[src/rtl/tlv_pkg.sv]
`timescale 1ns / 1ps
// Shared types and constants for the TLV record stream parser.
// No dependencies; compiled first.
package tlv_pkg;

  localparam int RQ_DEPTH = 4;
  localparam int RQ_AW    = $clog2(RQ_DEPTH);
  localparam int RQ_CW    = $clog2(RQ_DEPTH + 1);

  localparam logic [2:0] KIND_SCALAR  = 3'd0;
  localparam logic [2:0] KIND_STR_HDR = 3'd1;
  localparam logic [2:0] KIND_PAYLOAD = 3'd2;
  localparam logic [2:0] KIND_DONE    = 3'd3;
  localparam logic [2:0] KIND_ERROR   = 3'd4;

  localparam logic [1:0] ERR_NONE     = 2'd0;
  localparam logic [1:0] ERR_BAD_TYPE = 2'd1;
  localparam logic [1:0] ERR_TRUNC    = 2'd2;

  localparam logic [2:0] TYPE_FIRST_LEN = 3'd4;
  localparam logic [2:0] TYPE_LAST_OK   = 3'd5;

  typedef enum logic [3:0] {
    PH_HDR = 4'b0001,
    PH_VAL = 4'b0010,
    PH_LEN = 4'b0100,
    PH_PAY = 4'b1000
  } phase_t;

  typedef struct packed {
    logic [2:0]  kind;
    logic [12:0] rec_key;
    logic [2:0]  rec_type;
    logic [63:0] rec_value;
    logic [31:0] payload_len;
    logic [7:0]  payload_byte;
    logic [1:0]  error_code;
    logic        last_of_run;
  } res_t;

endpackage

[src/rtl/tlv_if.sv]
`timescale 1ns / 1ps
// Valid/ready channel interfaces for the TLV parser input bytes and results.
// No dependencies.
interface tlv_in_if;
  logic       valid;
  logic       ready;
  logic [7:0] in_byte;
  logic       in_last;

  modport source (output valid, output in_byte, output in_last, input ready);
  modport sink   (input valid, input in_byte, input in_last, output ready);
endinterface

interface tlv_out_if;
  logic        valid;
  logic        ready;
  logic [2:0]  kind;
  logic [12:0] rec_key;
  logic [2:0]  rec_type;
  logic [63:0] rec_value;
  logic [31:0] payload_len;
  logic [7:0]  payload_byte;
  logic [1:0]  error_code;
  logic        last_of_run;

  modport source (output valid, output kind, output rec_key, output rec_type,
                  output rec_value, output payload_len, output payload_byte,
                  output error_code, output last_of_run, input ready);
  modport sink   (input valid, input kind, input rec_key, input rec_type,
                  input rec_value, input payload_len, input payload_byte,
                  input error_code, input last_of_run, output ready);
endinterface

[src/rtl/tlv_record_stream_parser.sv]
`timescale 1ns / 1ps
// TLV record stream parser top level: byte parser and result queue.
// Depends on tlv_pkg and the channel interfaces in tlv_if.sv.
//
// Parses one byte per clock with no bubbles while in_if.ready is high: each
// byte is decoded in the cycle it is accepted, and its results (none, one,
// or two when a buffer's last byte adds a done or error) are written into
// a 4-entry result queue. Results leave at one per clock while out_if.ready
// is high, so a two-result byte takes two output transfers; in_if.ready
// stays high as long as the queue has two free entries, which holds whenever
// results are drained at one per clock. netord_r is sampled at every byte.
module tlv_record_stream_parser (
  input  logic clk,
  input  logic rst_n,
  input  logic cfg_we,
  input  logic cfg_wdata,
  tlv_in_if.sink    in_if,
  tlv_out_if.source out_if
);
  import tlv_pkg::*;

  logic                 netord_r;
  phase_t               phase_r, phase_nxt;
  logic [2:0]           byte_cnt_r, byte_cnt_nxt;
  logic [7:0]           hdr_lo_r, hdr_lo_nxt;
  logic [63:0]          val_r, val_nxt;
  logic [31:0]          rem_r, rem_nxt;
  logic [12:0]          key_r, key_nxt;
  logic [2:0]           type_r, type_nxt;
  logic                 drop_r, drop_nxt;

  res_t                 q_mem [RQ_DEPTH];
  logic [RQ_AW-1:0]     wr_ptr_r, rd_ptr_r;
  logic [RQ_CW-1:0]     cnt_r;

  logic                 in_fire, out_fire, last;
  logic [7:0]           b;
  res_t                 r0, r1;
  logic                 v0, v1;
  logic [63:0]          val_acc;
  logic [31:0]          len_acc, rem_dec;
  logic [2:0]           need_m1;
  logic [15:0]          hdr;
  logic [1:0]           push_n;

  assign b        = in_if.in_byte;
  assign last     = in_if.in_last;
  assign in_if.ready = (cnt_r <= RQ_CW'(RQ_DEPTH - 2));
  assign in_fire  = in_if.valid && in_if.ready;
  assign out_fire = out_if.valid && out_if.ready;

  assign need_m1 = 3'((4'd1 << type_r[1:0]) - 4'd1);
  assign val_acc = netord_r ? {val_r[55:0], b}
                            : (val_r | ({56'd0, b} << {byte_cnt_r, 3'b000}));
  assign len_acc = netord_r ? {val_r[23:0], b}
                            : (val_r[31:0] | ({24'd0, b} << {byte_cnt_r[1:0], 3'b000}));
  assign rem_dec = rem_r - 32'd1;
  assign hdr     = netord_r ? {hdr_lo_r, b} : {b, hdr_lo_r};

  always_comb begin
    phase_nxt    = phase_r;
    byte_cnt_nxt = byte_cnt_r;
    hdr_lo_nxt   = hdr_lo_r;
    val_nxt      = val_r;
    rem_nxt      = rem_r;
    key_nxt      = key_r;
    type_nxt     = type_r;
    drop_nxt     = drop_r;
    r0           = '0;
    r1           = '0;
    v0           = 1'b0;
    v1           = 1'b0;

    if (drop_r) begin
      if (last) begin
        drop_nxt = 1'b0;
      end
    end else begin
      unique case (phase_r)
        PH_VAL: begin
          if (byte_cnt_r == need_m1) begin
            v0 = 1'b1;
            r0.kind = KIND_SCALAR;
            r0.rec_key = key_r;
            r0.rec_type = type_r;
            r0.rec_value = val_acc;
            phase_nxt = PH_HDR;
            if (last) begin
              v1 = 1'b1;
              r1.kind = KIND_DONE;
            end
          end else begin
            byte_cnt_nxt = byte_cnt_r + 3'd1;
            val_nxt = val_acc;
            if (last) begin
              v0 = 1'b1;
              r0.kind = KIND_ERROR;
              r0.error_code = ERR_TRUNC;
              phase_nxt = PH_HDR;
            end
          end
        end
        PH_LEN: begin
          if (byte_cnt_r >= 3'd3) begin
            v0 = 1'b1;
            if (len_acc == 32'd0) begin
              r0.kind = KIND_STR_HDR;
              r0.rec_key = key_r;
              r0.rec_type = type_r;
              phase_nxt = PH_HDR;
              if (last) begin
                v1 = 1'b1;
                r1.kind = KIND_DONE;
              end
            end else if (last) begin
              r0.kind = KIND_ERROR;
              r0.error_code = ERR_TRUNC;
              phase_nxt = PH_HDR;
            end else begin
              r0.kind = KIND_STR_HDR;
              r0.rec_key = key_r;
              r0.rec_type = type_r;
              r0.payload_len = len_acc;
              rem_nxt = len_acc;
              byte_cnt_nxt = 3'd0;
              val_nxt = '0;
              phase_nxt = PH_PAY;
            end
          end else begin
            byte_cnt_nxt = byte_cnt_r + 3'd1;
            val_nxt = {32'd0, len_acc};
            if (last) begin
              v0 = 1'b1;
              r0.kind = KIND_ERROR;
              r0.error_code = ERR_TRUNC;
              phase_nxt = PH_HDR;
            end
          end
        end
        PH_PAY: begin
          v0 = 1'b1;
          r0.kind = KIND_PAYLOAD;
          r0.rec_key = key_r;
          r0.rec_type = type_r;
          r0.payload_byte = b;
          rem_nxt = rem_dec;
          if (rem_dec == 32'd0) begin
            phase_nxt = PH_HDR;
            if (last) begin
              v1 = 1'b1;
              r1.kind = KIND_DONE;
            end
          end else if (last) begin
            v1 = 1'b1;
            r1.kind = KIND_ERROR;
            r1.error_code = ERR_TRUNC;
            phase_nxt = PH_HDR;
          end
        end
        PH_HDR: begin
          if (byte_cnt_r == 3'd0) begin
            hdr_lo_nxt = b;
            byte_cnt_nxt = 3'd1;
            if (last) begin
              v0 = 1'b1;
              r0.kind = KIND_ERROR;
              r0.error_code = ERR_TRUNC;
              phase_nxt = PH_HDR;
            end
          end else begin
            key_nxt = hdr[15:3];
            type_nxt = hdr[2:0];
            byte_cnt_nxt = 3'd0;
            hdr_lo_nxt = '0;
            val_nxt = '0;
            if (hdr[2:0] > TYPE_LAST_OK) begin
              v0 = 1'b1;
              r0.kind = KIND_ERROR;
              r0.rec_key = hdr[15:3];
              r0.rec_type = hdr[2:0];
              r0.error_code = ERR_BAD_TYPE;
              phase_nxt = PH_HDR;
              drop_nxt = !last;
            end else begin
              phase_nxt = (hdr[2:0] < TYPE_FIRST_LEN) ? PH_VAL : PH_LEN;
              if (last) begin
                v0 = 1'b1;
                r0.kind = KIND_ERROR;
                r0.error_code = ERR_TRUNC;
                phase_nxt = PH_HDR;
              end
            end
          end
        end
        default: begin
          phase_nxt = PH_HDR;
        end
      endcase
    end

    // back to header: clear the parse state
    if (phase_nxt == PH_HDR && phase_r != PH_HDR || drop_r && last ||
        phase_r == PH_HDR && phase_nxt == PH_HDR && last) begin
      byte_cnt_nxt = 3'd0;
      hdr_lo_nxt   = '0;
      val_nxt      = '0;
      rem_nxt      = '0;
      key_nxt      = '0;
      type_nxt     = '0;
      phase_nxt    = PH_HDR;
    end
    if (phase_r == PH_HDR && byte_cnt_r != 3'd0 && hdr[2:0] > TYPE_LAST_OK && !drop_r) begin
      key_nxt  = '0;
      type_nxt = '0;
    end

    r0.last_of_run = !v1;
    r1.last_of_run = 1'b1;
  end

  assign push_n = {1'b0, v0} + {1'b0, v1};

  always_ff @(posedge clk) begin
    if (!rst_n) begin
      netord_r   <= 1'b0;
      phase_r    <= PH_HDR;
      byte_cnt_r <= '0;
      hdr_lo_r   <= '0;
      val_r      <= '0;
      rem_r      <= '0;
      key_r      <= '0;
      type_r     <= '0;
      drop_r     <= 1'b0;
    end else begin
      if (cfg_we) begin
        netord_r <= cfg_wdata;
      end
      if (in_fire) begin
        phase_r    <= phase_nxt;
        byte_cnt_r <= byte_cnt_nxt;
        hdr_lo_r   <= hdr_lo_nxt;
        val_r      <= val_nxt;
        rem_r      <= rem_nxt;
        key_r      <= key_nxt;
        type_r     <= type_nxt;
        drop_r     <= drop_nxt;
      end
    end
  end

  always_ff @(posedge clk) begin
    if (in_fire && v0) begin
      q_mem[wr_ptr_r] <= r0;
    end
    if (in_fire && v1) begin
      q_mem[wr_ptr_r + RQ_AW'(1)] <= r1;
    end
  end

  always_ff @(posedge clk) begin
    if (!rst_n) begin
      wr_ptr_r <= '0;
      rd_ptr_r <= '0;
      cnt_r    <= '0;
    end else begin
      if (in_fire) begin
        wr_ptr_r <= wr_ptr_r + RQ_AW'(push_n);
      end
      if (out_fire) begin
        rd_ptr_r <= rd_ptr_r + RQ_AW'(1);
      end
      cnt_r <= cnt_r + (in_fire ? RQ_CW'(push_n) : RQ_CW'(0)) - RQ_CW'(out_fire);
    end
  end

  assign out_if.valid        = (cnt_r != '0);
  assign out_if.kind         = q_mem[rd_ptr_r].kind;
  assign out_if.rec_key      = q_mem[rd_ptr_r].rec_key;
  assign out_if.rec_type     = q_mem[rd_ptr_r].rec_type;
  assign out_if.rec_value    = q_mem[rd_ptr_r].rec_value;
  assign out_if.payload_len  = q_mem[rd_ptr_r].payload_len;
  assign out_if.payload_byte = q_mem[rd_ptr_r].payload_byte;
  assign out_if.error_code   = q_mem[rd_ptr_r].error_code;
  assign out_if.last_of_run  = q_mem[rd_ptr_r].last_of_run;

  a_cnt_bound: assert property (@(posedge clk) disable iff (!rst_n)
    cnt_r <= RQ_CW'(RQ_DEPTH))
    else $error("result queue overflow");

  a_drop_silent: assert property (@(posedge clk) disable iff (!rst_n)
    in_fire && drop_r |-> !v0 && !v1)
    else $error("result produced while dropping");

  a_second_is_end: assert property (@(posedge clk) disable iff (!rst_n)
    in_fire && v1 |-> v0 && last && (r1.kind == KIND_DONE || r1.kind == KIND_ERROR))
    else $error("second result is not a buffer end");

  a_push_shows: assert property (@(posedge clk) disable iff (!rst_n)
    in_fire && v0 |=> out_if.valid)
    else $error("pushed result not presented");

endmodule

[src/flat_wrapper.sv]
// flat-port wrapper written by rule: the top's interface ports become plain ports
module tlv_record_stream_parser_flat import tlv_pkg::*;
  (clk, rst_n, cfg_we, cfg_wdata, in_if_valid, in_if_in_byte, in_if_in_last, in_if_ready, out_if_valid, out_if_kind, out_if_rec_key, out_if_rec_type, out_if_rec_value, out_if_payload_len, out_if_payload_byte, out_if_error_code, out_if_last_of_run, out_if_ready);
  tlv_in_if in_if_i ();
  tlv_out_if out_if_i ();
  input  logic clk;
  input  logic rst_n;
  input  logic cfg_we;
  input  logic cfg_wdata;
  input wire logic [$bits(in_if_i.valid)-1:0] in_if_valid;
  input wire logic [$bits(in_if_i.in_byte)-1:0] in_if_in_byte;
  input wire logic [$bits(in_if_i.in_last)-1:0] in_if_in_last;
  output wire logic [$bits(in_if_i.ready)-1:0] in_if_ready;
  output wire logic [$bits(out_if_i.valid)-1:0] out_if_valid;
  output wire logic [$bits(out_if_i.kind)-1:0] out_if_kind;
  output wire logic [$bits(out_if_i.rec_key)-1:0] out_if_rec_key;
  output wire logic [$bits(out_if_i.rec_type)-1:0] out_if_rec_type;
  output wire logic [$bits(out_if_i.rec_value)-1:0] out_if_rec_value;
  output wire logic [$bits(out_if_i.payload_len)-1:0] out_if_payload_len;
  output wire logic [$bits(out_if_i.payload_byte)-1:0] out_if_payload_byte;
  output wire logic [$bits(out_if_i.error_code)-1:0] out_if_error_code;
  output wire logic [$bits(out_if_i.last_of_run)-1:0] out_if_last_of_run;
  input wire logic [$bits(out_if_i.ready)-1:0] out_if_ready;
  assign in_if_i.valid = in_if_valid;
  assign in_if_i.in_byte = in_if_in_byte;
  assign in_if_i.in_last = in_if_in_last;
  assign in_if_ready = in_if_i.ready;
  assign out_if_valid = out_if_i.valid;
  assign out_if_kind = out_if_i.kind;
  assign out_if_rec_key = out_if_i.rec_key;
  assign out_if_rec_type = out_if_i.rec_type;
  assign out_if_rec_value = out_if_i.rec_value;
  assign out_if_payload_len = out_if_i.payload_len;
  assign out_if_payload_byte = out_if_i.payload_byte;
  assign out_if_error_code = out_if_i.error_code;
  assign out_if_last_of_run = out_if_i.last_of_run;
  assign out_if_i.ready = out_if_ready;
  tlv_record_stream_parser u_core (.clk(clk), .rst_n(rst_n), .cfg_we(cfg_we), .cfg_wdata(cfg_wdata), .in_if(in_if_i), .out_if(out_if_i));
endmodule
[config.mk]
export PLATFORM = sky130hd
export DESIGN_NAME = tlv_record_stream_parser_flat
export DESIGN_NICKNAME = d
export VERILOG_FILES = /design/src/rtl/tlv_pkg.sv /design/src/rtl/tlv_if.sv /design/src/rtl/tlv_record_stream_parser.sv /design/src/flat_wrapper.sv
export SDC_FILE = /design/constraint.sdc
export NUM_CORES = 2
export LEC_CHECK = 0
export ABC_AREA = 1
export BUFFER_PORTS_ARGS = -buffer_cell sky130_fd_sc_hd__buf_2
export CORE_MARGIN = 4
export CORE_UTILIZATION = 55
export CTS_CLUSTER_SIZE = 25
export DETAILED_ROUTE_END_ITERATION = 10
export PLACE_DENSITY = 0.77
export SLEW_MARGIN = 20
export SYNTH_ARGS = -nofsm -noshare
export SYNTH_HDL_FRONTEND = slang
export SYNTH_SLANG_ARGS = --single-unit
export TNS_END_PERCENT = 50
[constraint.sdc]
create_clock -name clk -period 4.97 [get_ports clk]
set_clock_uncertainty 0.05 [all_clocks]
set_input_delay 0.497 -clock clk [delete_from_list [all_inputs] [get_ports clk]]
set_output_delay 0.497 -clock clk [all_outputs]
set_load 0.02 [all_outputs]
==> impl_metrics.ini <==
[global_routing]
grt_start_max_net_pins = 130
grt_overflow = 0
grt_use_total_pct = 33.11
grt_pass1_vias = 27608
grt_pass1_wl_um = 160000
antenna_found_initial = 1

[route]
viasPerCell = 6.135
first_pass_iters = 6
antenna_left = 0
wire_per_inst_um = 20.91
drt_iter0_markers = 4327
wirelength_um = 103200
drc = 0
vias = 30264

[worst_setup_path]
cp-end-kind = register
critPathLaunchType = register
cp_slowest_stage_delay_ps = 500
cp_data_arrival_time_ps = 5030
r2r-start = u_core.netord_r
reg2reg_to = u_core.q_mem[2][103]
cp-startpoint = u_core.netord_r
path_max_fanout = 97
worst_ep_required_time_ps = 5410
crit_type = register to register
crit_path_frequent_cell = inv_2
crit_end = u_core.q_mem[2][103]
cp_cell_sequence = inv_6, buf_4, nand3_1, o21ai_2, nand2_1, nor2_1, nand2_1, nor2_1, nand2_2, inv_2, nand2_1, a21oi_2, inv_2, a21oi_4, inv_2, nor2_4, inv_2, nand2_2, inv_4, buf_4, a32oi_1, inv_1
reg2reg_depth = 22
r2r_slack_ps = 380
crit_slowest_cell = inv_6

[cts]
postCtsHoldBufs = 0
clock_path_buffers = 3
htree_levels = 3
cts.repair.resized = 0
numCtsBuffers = 69
path_clk_slew_ps = 60
cts_root_buffer = clkbuf_16
cts_sinks = 642
clock_latency_ps = 630
cts_setup_buffers = 0
cts_tree = yes

[timing]
setup_violations = 0
tns_ps = 0
max_slew.worst_pin.slew_ps = 1152
drv_slew = 0
fmax_mhz = 217.9
rsz0062_at_grt = false
fin_crit_sh_pct = 92.35
relSlewSlack_pct = 23.11
min_period_ps = 4590
hold_viol_final = 0

[power]
power_density_nw_per_um2 = 535.1
leakage_uw = 0.01697
vdd_ir_drop_max_v = 0.0003087

[layout]
fillCellCount = 5125
layout.nets = 4157
area_growth_pct = 9.560
final_cells = 4933
antenna_cells = 0
layout-drive-gt1-share_pct = 9.940

[placed_design]
finalWeightedCongestion = 1.033
io_buffer_count = 142
dp_cells = 4808
dp_hpwl_um = 63950

[floorplanning]
num_rows = 86
die_w_um = 244.8
ioPinCount = 143
initial_utilization_pct = 55.75
core_area_um2 = 55310
dieArea_um2 = 59920
fp.dieH_um = 244.8

[flow_run]
cap_violations = 0

[synth]
syn_area_um2 = 30840
seq_area_frac_synth_pct = 42.20
yosysTopAreaCellShare_pct = 40.64
yosysWarningCount = 0
yosys.area.top_type = dfxtp_1
synth_nets = 4222
synth_area_leaders = dfxtp_1, inv_1, a32oi_1
avgSynthCellArea_um2 = 7.349
synth_cell_type_count = 46
ys_ff_latch = 642
synth_cells = 4196

[min_path]
worst_hold_path_type = input port to register

[run_status]
run_status = finished clean
## cell usage after synthesis (all sizes together)
master    n
nor3     55
o21ai   394
nand3b    8
o22ai   117
nand2   517
a21o      1
ha       10
a41oi     1
nor4     18
nor2    594
buf     108
dfxtp   626
clkinv    4
clkbuf  219
edfxtp   16
o211ai   17
a22oi   157
xnor2     2
a32oi   249
a21oi   185
a32o      1
inv     628
a22o     30
a31oi    31
nand3   165
fa        1
xor2      2
nand4    40
## cell families (layout without fill, tap and decap cells)
kind of cell,Yosys count,after routing,share of synthesized area [%]
buffers and inverters,959,948,13.14
AO/OA/AOI/OAI,1183,1183,25.02
flip-flops,642,642,42.20
adder cells (fa/ha/maj),11,11,0.4707
XOR/XNOR,4,4,0.1136
AND/OR/NAND/NOR,1397,1397,19.06
## stage by stage
step	area [µm²]	setup WS (ps)	utilization, %	total power, µW	hold slack, ps
after CTS	33780	533.4	61.08	17920	139.9
after floorplan	30840	1582	-	10680	363.6
after global placement	31450	726.5	56.86	12710	374.5
final	33780	380.3	61.08	18080	180.5
after global routing	33780	107.1	61.08	18970	188.3
after detailed placement	31460	575.8	56.89	12710	379.3
## worst min-delay path by stage
stage                               startpoint                    to  slack, ps  depth (start not counted)
after floorplan           u_core.q_mem[1][107]  u_core.q_mem[1][107]        360                          2
after global placement    u_core.q_mem[1][105]  u_core.q_mem[1][105]        370                          2
after detailed placement  u_core.q_mem[1][104]  u_core.q_mem[1][104]        380                          2
after CTS                            cfg_wdata       u_core.netord_r        140                          3
after global routing                 cfg_wdata       u_core.netord_r        190                          3
final                                cfg_wdata       u_core.netord_r        180                          3
## state kept, by name, indices dropped and copies added (netlist names), named ones only
register and flops:
u_core.wr_ptr_r 2, u_core.hdr_lo_r 8, u_core.type_r 3, u_core.rem_r 32
u_core.rd_ptr_r 2, u_core.drop_r 1, u_core.cnt_r 3, u_core.byte_cnt_r 3
u_core.phase_r 4, u_core.val_r 64, u_core.netord_r 1, u_core.key_r 13
u_core.q_mem 504
## layout by cell type (no fill, tap or decap), drive strengths merged, types with 30 or more instances in the layout
cell type  count
inv          631
dfxtp        626
nor2         594
nand2        517
o21ai        394
a32oi        249
buf          191
a21oi        185
nand3        165
a22oi        157
o22ai        117
clkbuf       105
nor3          55
nand4         40
a31oi         31
a22o          30
## final cells by class
| class | instances | area [µm²] | area share [%] |
|---|---|---|---|
| repair buffers | 191 | 1269 | 3.755 |
| well taps | 748 | 935.9 | 2.770 |
| clock inverters | 20 | 214.0 | 0.6333 |
| flip-flops and latches | 642 | 13020 | 38.54 |
| multi-input cells | 2595 | 13840 | 40.97 |
| clock buffers | 105 | 2107 | 6.237 |
| inverters | 632 | 2397 | 7.096 |
## routing by layer
metal  global-route usage, %  part of all wire, %  up-vias
li1                        -                    -    14079
met1                   46.31                   42    14309
met2                   51.12                   45     1632
met3                   5.681                  9.7      244
met4                   13.27                  4.2        0
met5                       0                    0        -
## power breakdown
group          switching (µW)  internal (µW)  leakage (µW)  total (µW)
Combinational            5010           1850        0.0106        6850
Clock                    2160           3100       0.00113        5250
Sequential                405           5570       0.00523        5970
Total                    7570          10500        0.0170       18100
## critical path, delay by kind of cell (launching register included)
family,cells,cell delay [ps]
buf+inv,9,1920
simple gates,9,1240
compound gates,4,800
flops,1,350
No activity file was read; power rests on OpenSTA's default activity.
